## src/design/websocket_frame_echo_defines.svh

```systemverilog
// Assertion macros shared by the frame echo modules.
// Each macro expects clk and rst to be in scope in the module that uses it.
`ifndef WEBSOCKET_FRAME_ECHO_DEFINES_SVH
`define WEBSOCKET_FRAME_ECHO_DEFINES_SVH

// A condition that must hold at every clock edge outside reset.
`define WFE_ASSERT_ALWAYS(lbl, cond, msg) \
  lbl: assert property (@(posedge clk) disable iff (rst) (cond)) else $error(msg);

// A consequence that must hold in the same cycle as its antecedent.
`define WFE_ASSERT_SAME(lbl, ante, cons, msg) \
  lbl: assert property (@(posedge clk) disable iff (rst) (ante) |-> (cons)) else $error(msg);

// A consequence that must hold in the cycle after its antecedent.
`define WFE_ASSERT_NEXT(lbl, ante, cons, msg) \
  lbl: assert property (@(posedge clk) disable iff (rst) (ante) |=> (cons)) else $error(msg);

`endif

```

## src/design/wfe_pkg.sv

```systemverilog
// Types and constants shared by the WebSocket frame echo modules.
// No dependencies.
package wfe_pkg;

  localparam int LenW = 25;

  localparam logic [LenW-1:0] MAX_LEN_RESET = 25'd16777216;

  localparam logic [6:0] LEN_CODE_16 = 7'd126;
  localparam logic [6:0] LEN_CODE_64 = 7'd127;

  localparam logic [3:0] OPCODE_CLOSE = 4'h8;
  localparam logic [3:0] OP_PING  = 4'h9;
  localparam logic [3:0] OP_PONG  = 4'hA;
  localparam logic [3:0] OP_DATA_MAX = 4'h2;

  // What one received byte causes at the output.
  typedef enum logic [1:0] {
    KIND_NONE,
    KIND_PAYLOAD,
    KIND_HEADER,
    KIND_ERROR
  } kind_t;

  // Result descriptor handed from the parser to the emitter.
  typedef struct packed {
    kind_t            kind;
    logic [7:0]       byte0;   // payload byte, or first header byte
    logic [LenW-1:0]  len;     // payload length for a header
    logic             fe;      // frame ends on the final result
    logic             cl;      // close on the final result
  } desc_t;

endpackage

```

## src/design/wfe_parser.sv

```systemverilog
// Byte-serial frame header parser, unmasking and result descriptor generation.
// Depends on wfe_pkg and websocket_frame_echo_defines.svh.
`include "websocket_frame_echo_defines.svh"

module wfe_parser (
  input  logic                       clk,
  input  logic                       rst,
  input  logic                       accept,
  input  logic [7:0]                 in_byte,
  input  logic                       new_connection,
  input  logic                       cfg_we,
  input  logic [wfe_pkg::LenW-1:0]   cfg_wdata,
  output logic                       desc_valid,
  output wfe_pkg::desc_t             desc
);

  typedef enum logic [2:0] {
    PH_HDR0,
    PH_HDR1,
    PH_EXTLEN,
    PH_MASK,
    PH_PAYLOAD,
    PH_STOPPED
  } phase_t;

  typedef enum logic [1:0] {
    ACT_DROP,
    ACT_DATA,
    ACT_PONG,
    ACT_CLOSE
  } action_t;

  phase_t                     phase, phase_next, c_phase;
  action_t                    action, action_next, c_action;
  logic                       fin, fin_next, c_fin;
  logic [3:0]                 opcode, opcode_next, c_opcode;
  logic                       masked, masked_next, c_masked;
  logic [wfe_pkg::LenW-1:0]   acc, acc_next, c_acc;
  logic                       ovf, ovf_next, c_ovf;
  logic [2:0]                 cnt, cnt_next, c_cnt;
  logic [31:0]                key, key_next, c_key;
  logic [wfe_pkg::LenW-1:0]   left, left_next, c_left;
  logic [1:0]                 pos, pos_next, c_pos;
  logic [wfe_pkg::LenW-1:0]   max_len;
  logic                       len_done, fin_hdr;
  logic [7:0]                 key_byte;

  always_comb begin
    // A new connection clears the parser before this byte is handled.
    c_phase  = new_connection ? PH_HDR0 : phase;
    c_action = new_connection ? ACT_DROP : action;
    c_fin    = new_connection ? 1'b0 : fin;
    c_opcode = new_connection ? 4'd0 : opcode;
    c_masked = new_connection ? 1'b0 : masked;
    c_acc    = new_connection ? '0 : acc;
    c_ovf    = new_connection ? 1'b0 : ovf;
    c_cnt    = new_connection ? 3'd0 : cnt;
    c_key    = new_connection ? 32'd0 : key;
    c_left   = new_connection ? '0 : left;
    c_pos    = new_connection ? 2'd0 : pos;

    phase_next  = c_phase;
    action_next = c_action;
    fin_next    = c_fin;
    opcode_next = c_opcode;
    masked_next = c_masked;
    acc_next    = c_acc;
    ovf_next    = c_ovf;
    cnt_next    = c_cnt;
    key_next    = c_key;
    left_next   = c_left;
    pos_next    = c_pos;

    len_done = 1'b0;
    fin_hdr  = 1'b0;
    desc     = '{kind: wfe_pkg::KIND_NONE, byte0: 8'd0, len: '0, fe: 1'b0, cl: 1'b0};

    case (c_pos)
      2'd0:    key_byte = c_key[31:24];
      2'd1:    key_byte = c_key[23:16];
      2'd2:    key_byte = c_key[15:8];
      default: key_byte = c_key[7:0];
    endcase

    case (c_phase)
      PH_HDR0: begin
        fin_next    = in_byte[7];
        opcode_next = in_byte[3:0];
        if (in_byte[3:0] <= wfe_pkg::OP_DATA_MAX) begin
          action_next = ACT_DATA;
        end else if (in_byte[3:0] == wfe_pkg::OP_PING) begin
          action_next = ACT_PONG;
        end else if (in_byte[3:0] == wfe_pkg::OPCODE_CLOSE) begin
          action_next = ACT_CLOSE;
        end else begin
          action_next = ACT_DROP;
        end
        phase_next = PH_HDR1;
      end
      PH_HDR1: begin
        masked_next = in_byte[7];
        acc_next    = '0;
        ovf_next    = 1'b0;
        if (in_byte[6:0] == wfe_pkg::LEN_CODE_16) begin
          cnt_next   = 3'd1;
          phase_next = PH_EXTLEN;
        end else if (in_byte[6:0] == wfe_pkg::LEN_CODE_64) begin
          cnt_next   = 3'd7;
          phase_next = PH_EXTLEN;
        end else begin
          acc_next = wfe_pkg::LenW'(in_byte[6:0]);
          len_done = 1'b1;
        end
      end
      PH_EXTLEN: begin
        // Only the low bits are kept; anything shifted out above them
        // makes the length too large for any limit.
        acc_next = {c_acc[wfe_pkg::LenW-9:0], in_byte};
        ovf_next = c_ovf | (|c_acc[wfe_pkg::LenW-1:wfe_pkg::LenW-8]);
        if (c_cnt == 3'd0) begin
          len_done = 1'b1;
        end else begin
          cnt_next = c_cnt - 3'd1;
        end
      end
      PH_MASK: begin
        key_next = {c_key[23:0], in_byte};
        if (c_cnt == 3'd0) begin
          fin_hdr = 1'b1;
        end else begin
          cnt_next = c_cnt - 3'd1;
        end
      end
      PH_PAYLOAD: begin
        left_next = c_left - wfe_pkg::LenW'(1);
        pos_next  = c_pos + 2'd1;
        if (c_action != ACT_DROP) begin
          desc.kind  = wfe_pkg::KIND_PAYLOAD;
          desc.byte0 = in_byte ^ key_byte;
          desc.fe    = (left_next == '0);
          desc.cl    = (left_next == '0) && (c_action == ACT_CLOSE);
        end
        if (left_next == '0) begin
          phase_next = (c_action == ACT_CLOSE) ? PH_STOPPED : PH_HDR0;
        end
      end
      default: begin
        phase_next = PH_STOPPED;
      end
    endcase

    if (len_done) begin
      if (ovf_next || (acc_next > max_len)) begin
        phase_next = PH_STOPPED;
        desc.kind  = wfe_pkg::KIND_ERROR;
        desc.cl    = 1'b1;
      end else begin
        left_next = acc_next;
        key_next  = 32'd0;
        if (masked_next) begin
          cnt_next   = 3'd3;
          phase_next = PH_MASK;
        end else begin
          fin_hdr = 1'b1;
        end
      end
    end

    if (fin_hdr) begin
      if (action_next != ACT_DROP) begin
        desc.kind = wfe_pkg::KIND_HEADER;
        case (action_next)
          ACT_DATA:  desc.byte0 = {fin_next, 3'b000, opcode_next};
          ACT_PONG:  desc.byte0 = {1'b1, 3'b000, wfe_pkg::OP_PONG};
          default:   desc.byte0 = {1'b1, 3'b000, wfe_pkg::OPCODE_CLOSE};
        endcase
        desc.len = left_next;
        desc.fe  = (left_next == '0);
        desc.cl  = (left_next == '0) && (action_next == ACT_CLOSE);
      end
      if (left_next == '0) begin
        phase_next = (action_next == ACT_CLOSE) ? PH_STOPPED : PH_HDR0;
      end else begin
        pos_next   = 2'd0;
        phase_next = PH_PAYLOAD;
      end
    end
  end

  assign desc_valid = (desc.kind != wfe_pkg::KIND_NONE);

  always_ff @(posedge clk) begin
    if (rst) begin
      max_len <= wfe_pkg::MAX_LEN_RESET;
    end else if (cfg_we) begin
      max_len <= cfg_wdata;
    end
  end

  always_ff @(posedge clk) begin
    if (rst) begin
      phase  <= PH_HDR0;
      action <= ACT_DROP;
      fin    <= 1'b0;
      opcode <= 4'd0;
      masked <= 1'b0;
      acc    <= '0;
      ovf    <= 1'b0;
      cnt    <= 3'd0;
      key    <= 32'd0;
      left   <= '0;
      pos    <= 2'd0;
    end else if (accept) begin
      phase  <= phase_next;
      action <= action_next;
      fin    <= fin_next;
      opcode <= opcode_next;
      masked <= masked_next;
      acc    <= acc_next;
      ovf    <= ovf_next;
      cnt    <= cnt_next;
      key    <= key_next;
      left   <= left_next;
      pos    <= pos_next;
    end
  end

  `WFE_ASSERT_NEXT(a_stopped_holds, (phase == PH_STOPPED) && !(accept && new_connection), phase == PH_STOPPED, "stopped stream resumed without a new connection")
  `WFE_ASSERT_NEXT(a_error_stops, accept && (desc.kind == wfe_pkg::KIND_ERROR), phase == PH_STOPPED, "protocol error did not stop the stream")

endmodule

```

## src/design/wfe_emitter.sv

```systemverilog
// Holds one result descriptor and serialises it into output transfers
// through a registered output stage. Depends on wfe_pkg and the defines header.
`include "websocket_frame_echo_defines.svh"

module wfe_emitter (
  input  logic            clk,
  input  logic            rst,
  input  logic            load,
  input  wfe_pkg::desc_t  desc_in,
  output logic            desc_ready,
  output logic            out_valid,
  input  logic            out_stall,
  output logic [7:0]      out_byte,
  output logic            has_byte,
  output logic            frame_end,
  output logic            close_now,
  output logic            protocol_error,
  output logic            last
);

  wfe_pkg::desc_t  desc;
  logic            d_valid;
  logic [3:0]      idx;
  logic [3:0]      count;
  logic            len_short, len_mid;
  logic            advance, take, final_idx;
  logic [7:0]      cur_byte;

  assign len_short = (desc.len < wfe_pkg::LenW'(wfe_pkg::LEN_CODE_16));
  assign len_mid   = (desc.len[wfe_pkg::LenW-1:16] == '0);

  always_comb begin
    if (desc.kind != wfe_pkg::KIND_HEADER) begin
      count = 4'd1;
    end else if (len_short) begin
      count = 4'd2;
    end else if (len_mid) begin
      count = 4'd4;
    end else begin
      count = 4'd10;
    end
  end

  // Header bytes: first byte, length code, then the big-endian length.
  always_comb begin
    cur_byte = 8'd0;
    if ((desc.kind != wfe_pkg::KIND_HEADER) || (idx == 4'd0)) begin
      cur_byte = desc.byte0;
    end else if (len_short) begin
      cur_byte = {1'b0, desc.len[6:0]};
    end else if (len_mid) begin
      case (idx)
        4'd1:    cur_byte = {1'b0, wfe_pkg::LEN_CODE_16};
        4'd2:    cur_byte = desc.len[15:8];
        default: cur_byte = desc.len[7:0];
      endcase
    end else begin
      case (idx)
        4'd1:    cur_byte = {1'b0, wfe_pkg::LEN_CODE_64};
        4'd6:    cur_byte = {7'd0, desc.len[24]};
        4'd7:    cur_byte = desc.len[23:16];
        4'd8:    cur_byte = desc.len[15:8];
        4'd9:    cur_byte = desc.len[7:0];
        default: cur_byte = 8'd0;
      endcase
    end
  end

  assign advance    = !out_valid || !out_stall;
  assign take       = d_valid && advance;
  assign final_idx  = (idx == (count - 4'd1));
  assign desc_ready = !d_valid || (advance && final_idx);

  always_ff @(posedge clk) begin
    if (rst) begin
      d_valid   <= 1'b0;
      idx       <= 4'd0;
      out_valid <= 1'b0;
    end else begin
      if (advance) begin
        out_valid <= d_valid;
      end
      if (take) begin
        idx <= final_idx ? 4'd0 : idx + 4'd1;
      end
      if (load) begin
        d_valid <= 1'b1;
      end else if (take && final_idx) begin
        d_valid <= 1'b0;
      end
    end
  end

  always_ff @(posedge clk) begin
    if (load) begin
      desc <= desc_in;
    end
  end

  always_ff @(posedge clk) begin
    if (take) begin
      out_byte       <= cur_byte;
      has_byte       <= (desc.kind != wfe_pkg::KIND_ERROR);
      frame_end      <= final_idx && desc.fe;
      close_now      <= final_idx && desc.cl;
      protocol_error <= (desc.kind == wfe_pkg::KIND_ERROR);
      last           <= final_idx;
    end
  end

  `WFE_ASSERT_SAME(a_idx_range, d_valid, idx < count, "result index ran past the descriptor")
  `WFE_ASSERT_ALWAYS(a_idx_idle, d_valid || (idx == 4'd0), "result index not cleared when idle")
  `WFE_ASSERT_SAME(a_error_shape, out_valid && protocol_error, !has_byte && close_now && last, "error result has the wrong flags")

endmodule

```

## src/design/websocket_frame_echo.sv

```systemverilog
// Top level of the WebSocket frame echo: parser feeding a result emitter.
// Depends on wfe_pkg, wfe_parser and wfe_emitter.
//
//  Channel  Handshake          Payload
//  -------  -----------------  ------------------------------------------------
//  input    in_valid/in_stall  in_byte, new_connection
//  output   out_valid/out_stall out_byte, has_byte, frame_end, close_now,
//                              protocol_error, last
//  config   cfg_we             cfg_wdata (max_payload_len)
//
// One received byte is taken per cycle while no multi-byte header is pending and
// the output is not stalled; payload bytes pass the descriptor and output
// registers at one transfer per unstalled cycle. A completed inbound header
// yields 2, 4 or 10 transfers the same way, and input is stalled until the last.
// Reset (rst, synchronous) clears the parser and sets the length limit to 16 MiB.
// Output stall holds the output register and, through the emitter, the input.

module websocket_frame_echo (
  input  logic                      clk,
  input  logic                      rst,
  input  logic                      in_valid,
  output logic                      in_stall,
  input  logic [7:0]                in_byte,
  input  logic                      new_connection,
  output logic                      out_valid,
  input  logic                      out_stall,
  output logic [7:0]                out_byte,
  output logic                      has_byte,
  output logic                      frame_end,
  output logic                      close_now,
  output logic                      protocol_error,
  output logic                      last,
  input  logic                      cfg_we,
  input  logic [wfe_pkg::LenW-1:0]  cfg_wdata
);

  logic            accept;
  logic            desc_valid;
  logic            desc_ready;
  wfe_pkg::desc_t  desc;

  assign in_stall = !desc_ready;
  assign accept   = in_valid && !in_stall;

  wfe_parser u_parser (
    .clk            (clk),
    .rst            (rst),
    .accept         (accept),
    .in_byte        (in_byte),
    .new_connection (new_connection),
    .cfg_we         (cfg_we),
    .cfg_wdata      (cfg_wdata),
    .desc_valid     (desc_valid),
    .desc           (desc)
  );

  wfe_emitter u_emitter (
    .clk            (clk),
    .rst            (rst),
    .load           (accept && desc_valid),
    .desc_in        (desc),
    .desc_ready     (desc_ready),
    .out_valid      (out_valid),
    .out_stall      (out_stall),
    .out_byte       (out_byte),
    .has_byte       (has_byte),
    .frame_end      (frame_end),
    .close_now      (close_now),
    .protocol_error (protocol_error),
    .last           (last)
  );

endmodule

```

## config.mk

```make
export PLATFORM = sky130hd
export DESIGN_NAME = websocket_frame_echo
export DESIGN_NICKNAME = d
export VERILOG_FILES = /design/src/design/wfe_pkg.sv /design/src/design/wfe_parser.sv /design/src/design/wfe_emitter.sv /design/src/design/websocket_frame_echo.sv
export VERILOG_INCLUDE_DIRS = /design/src /design/src/design
export SDC_FILE = /design/constraint.sdc
export NUM_CORES = 1
export LEC_CHECK = 0
export BUFFER_PORTS_ARGS = -buffer_cell sky130_fd_sc_hd__buf_4
export CORE_MARGIN = 1.5
export CORE_UTILIZATION = 35
export DETAILED_ROUTE_END_ITERATION = 7
export HOLD_SLACK_MARGIN = 0.1
export PLACE_DENSITY_LB_ADDON = 0.05
export SYNTH_ARGS = -nofsm -noshare
export SYNTH_HDL_FRONTEND = slang
export SYNTH_HIERARCHICAL = 1
export SYNTH_SLANG_ARGS = --single-unit
```

## constraint.sdc

```tcl
create_clock -name clk -period 5.6 [get_ports clk]
set_input_delay 0.56 -clock clk [delete_from_list [all_inputs] [get_ports clk]]
set_output_delay 0.56 -clock clk [all_outputs]
set_load 0.03 [all_outputs]
```

==> results.sh <==
export IMPL_syn_mean_instance_area_um2=8.507
export IMPL_worst_skew_pair_late_latency_ns=0.44
export IMPL_end_kind="flip-flop"
export IMPL_synth_simple_area_share_pct=21.47
export IMPL_timing_critical_path_arrival_ns=4.84
export IMPL_grt_max_degree=76
export IMPL_r2r_start="u_parser/phase[0]"
export IMPL_cts_root_buf="sky130_fd_sc_hd__clkbuf_16"
export IMPL_fmaxAchievable_mhz=214.2
export IMPL_cts_hold_buffers=0
export IMPL_first_global_vias=8841
export IMPL_groute_usage_overall_pct=22.03
export IMPL_final_common_cell="sky130_fd_sc_hd__nor2_1"
export IMPL_timing_final_hold_violations=0
export IMPL_clk_pin_slew_worst_paths_ns=0.07
export IMPL_timing_final_crit_share_pct=83.36
export IMPL_rrSetupSlack_ns=0.93
export IMPL_synth_compound_area_share_pct=21.17
export IMPL_clock_sink_count=180
export IMPL_seq_area_frac_synth_pct=38.05
export IMPL_critical_path_reg2reg_endpoint="u_emitter/desc[12]"
export IMPL_drt_iter0_markers=857
export IMPL_hold_path_class="input port to flip-flop"
export IMPL_grt_first_pass_wirelength_mm=53.34
export IMPL_synth_net_count=1349
export IMPL_synth_largest_area_cell="sky130_fd_sc_hd__dfxtp_1"
export IMPL_power_ir_vdd_worst_mv=0.1843
export IMPL_synth_area_mux_share_pct=6.310
export IMPL_most_common_layout_cells="sky130_fd_sc_hd__nor2_1, sky130_fd_sc_hd__dfxtp_1, sky130_fd_sc_hd__buf_4"
export IMPL_worstMarginPinSlew_ns=1.124
export IMPL_detailedPlacementHpwl_mm=25.04
export IMPL_synth_largest_type_area_fraction_pct=24.13
export IMPL_fin_nets=1364
export IMPL_gp_congestion=0.8905
export IMPL_overall_die_width_um=178.6
export IMPL_netlist_cell_type_count=86
export IMPL_grt_busiest_layer="met2"
export IMPL_yosysWarnings=6
export IMPL_placement_rows=64
export IMPL_cts_root_to_sink_buffers=2
export IMPL_cts_repair_resized=0
export IMPL_floorplan_initialDensity_pct=35.45
export IMPL_min_delay_path_depth=3
export IMPL_detail_route_vias_per_cell=5.608
export IMPL_postSynth_asyncResetShare_pct=0
export IMPL_pre_antenna_drt_iters=5
export IMPL_fillers=3179
export IMPL_final_antenna_net_count=0
export IMPL_final_max_slew_viol_count=0
export IMPL_clock_skew_ns=0.01289
export IMPL_drt_drc_violations_left=0
export IMPL_status="complete, no violations"
export IMPL_synth_xor_area_share_pct=2.192
export IMPL_yosys_most_used_dff="sky130_fd_sc_hd__dfxtp_1"
export IMPL_largest_family_of_logic_cells_by_synthesized_area="simple AND/OR/NAND/NOR gates"
export IMPL_area_growth_synth_to_final_pct=13.46
export IMPL_drv_max_cap_violation_count=0
export IMPL_number_of_standard_cells_after_synthesis=1268
export IMPL_total_leakage_power_uw=0.004771
export IMPL_seq_area_um2=4104
export IMPL_placed_area_um2=11570
export IMPL_crit_start="u_parser/phase[0]"
export IMPL_grt_setup_unrepaired="no"
export IMPL_cts_max_level=4
export IMPL_cell_types_with_the_largest_area_share_after_synthesis="sky130_fd_sc_hd__dfxtp_1, sky130_fd_sc_hd__edfxtp_1, sky130_fd_sc_hd__nor2_1"
export IMPL_routed_wl_per_cell_um=20.26
export IMPL_wl_mm=34.28
export IMPL_total_area_of_multi_input_combinational_cells_um2=6070
export IMPL_cp_data_required_time_ns=5.77
export IMPL_grt_ovfl_total=0
export IMPL_groute_layer_met3_usage_pct=3.133
export IMPL_antenna_violations_before_repair=0
export IMPL_critical_path_startpoint_type="flip-flop"
export IMPL_drive_gt1_share_pct=12.35
export IMPL_synth_enable_flop_cells=50
export IMPL_setup_worst_path_end="u_emitter/desc[12]"
export IMPL_port_buffers=53
export IMPL_critical_path_class="flip-flop to flip-flop"
export IMPL_timing_critical_path_fanout_max=26
export IMPL_fin_tns_setup_ns=0
export IMPL_postCtsSetupRepairBufs=0
export IMPL_slew_limit_headroom_pct=25.07
export IMPL_die_ht_um=178.6
export IMPL_tritoncts_num_buffers=17
export IMPL_insertedDiodeCount=0
export IMPL_synthAdderAreaFrac_pct=4.965
export IMPL_layout_min_cycle_time_ns=4.668
export IMPL_route_vias_total=9489
export IMPL_finalInstanceArea_um2=12240
export IMPL_top_level_ports=54
export IMPL_groute_layer_met1_usage_pct=31.49
export IMPL_synth_seq_cells=180
export IMPL_power_density_cell_area_nw_per_um2=263.5
export IMPL_tritoncts_clock_tree="yes"
export IMPL_grt_util_met2_pct=34.64
export IMPL_final_setup_viol_count=0
export IMPL_die_area_um2=31880
export IMPL_core_area_um2=30430
export IMPL_netlist_area_um2=10790
export IMPL_timing_reg2reg_worst_path_depth=13
[worst min-delay path by stage]
stage                          from              endpoint  slack (ns)
floorplan           u_parser/cnt[2]       u_parser/cnt[2]        0.45
global placement    u_parser/cnt[2]       u_parser/cnt[2]        0.46
detailed placement  u_parser/cnt[2]       u_parser/cnt[2]        0.47
CTS                    cfg_wdata[8]   u_parser/max_len[8]        0.33
global route          cfg_wdata[15]  u_parser/max_len[15]        0.35
finish                cfg_wdata[24]  u_parser/max_len[24]        0.35
[power by group]
part	switching, µW	internal [µW]
clock	574	808
combinational	272	158
sequential	46.3	1370
total	893	2330
[worst max-delay path, cell delays in order (launching register included)]
cell and delay (ns):
sky130_fd_sc_hd__dfxtp_1 0.65, sky130_fd_sc_hd__inv_1 0.28, sky130_fd_sc_hd__o21ai_1 0.44, sky130_fd_sc_hd__a22oi_1 0.18, sky130_fd_sc_hd__nor2_1 0.17, sky130_fd_sc_hd__ha_1 0.18
sky130_fd_sc_hd__nand4_1 0.23, sky130_fd_sc_hd__nor4_1 0.40, sky130_fd_sc_hd__o21ai_0 0.14, sky130_fd_sc_hd__a21boi_1 0.34, sky130_fd_sc_hd__buf_4 0.21, sky130_fd_sc_hd__or2_2 0.49
sky130_fd_sc_hd__mux2i_1 0.62, sky130_fd_sc_hd__nor2_1 0.08
[cells by family (layout without fill, tap and decap cells)]
group	after synthesis	after routing
and+or+nand+nor	474	474
AOI/OAI and AO/OA	325	325
DFF	180	180
buffers and inverters	152	180
muxes	67	67
adders and majority gates	43	43
xor gates and xnor gates	27	27
[synthesized netlist by cell type (all sizes together) (3+ instances only)]
master,n
nor2,222
dfxtp,130
nand2,81
clkbuf,73
mux2i,62
inv,57
a21oi,56
o21ai,51
edfxtp,50
a22oi,47
ha,42
a211oi,34
nor4,26
nand3,25
buf,22
xnor2,22
nor3,21
a31oi,19
a22o,18
nand4,16
or3,14
a21o,12
and2,12
and3,11
nand2b,10
o22ai,9
a222oi,8
o31a,8
nand3b,7
o31ai,7
or4,7
or2,6
a41oi,5
mux2,5
o211ai,5
o21a,5
o32ai,5
xor2,5
a211o,4
nor2b,4
o221ai,3
[state kept, by name (all words and copies together) (netlist names), 2 cells and up]
signal,flops
u_parser/acc,25
u_parser/max_len,25
u_parser/key,32
u_parser/phase,3
u_parser/cnt,3
u_emitter/out_byte,8
u_emitter/desc,37
u_parser/left,25
u_parser/pos,2
u_parser/action,2
u_emitter/idx,4
u_parser/opcode,4
[stage by stage]
| stage | setup WS [ns] | utilization [%] | hold WS [ns] | total power, µW | instances |
|---|---|---|---|---|---|
| floorplan | 0.6179 | - | 0.4507 | 1724 | 1268 |
| global placement | 0.8898 | 38.01 | 0.4618 | 1875 | 1660 |
| detailed placement | 0.9085 | 38.01 | 0.4721 | 1869 | 1660 |
| CTS | 0.9956 | 40.22 | 0.3329 | 3261 | 1692 |
| global route | 0.5294 | 40.22 | 0.3473 | 3361 | 1692 |
| finish | 0.9319 | 40.22 | 0.3497 | 3224 | 1692 |
[routing by layer]
metal | vias to the layer above | share of wire, %
met4 | 0 | 1.5
met1 | 4538 | 47
met3 | 37 | 4.8
li1 | 4651 | -
met2 | 263 | 46
met5 | - | 0
[cell type report]
type | instances | share of cell area [%]
flip-flops and latches | 180 | 33.53
well taps | 396 | 4.049
multi-input cells | 936 | 49.60
inverters | 57 | 1.748
clock buffers | 17 | 3.476
repair buffers | 91 | 5.582
clock inverters | 15 | 2.014
No activity file was read; power rests on OpenSTA's default activity.
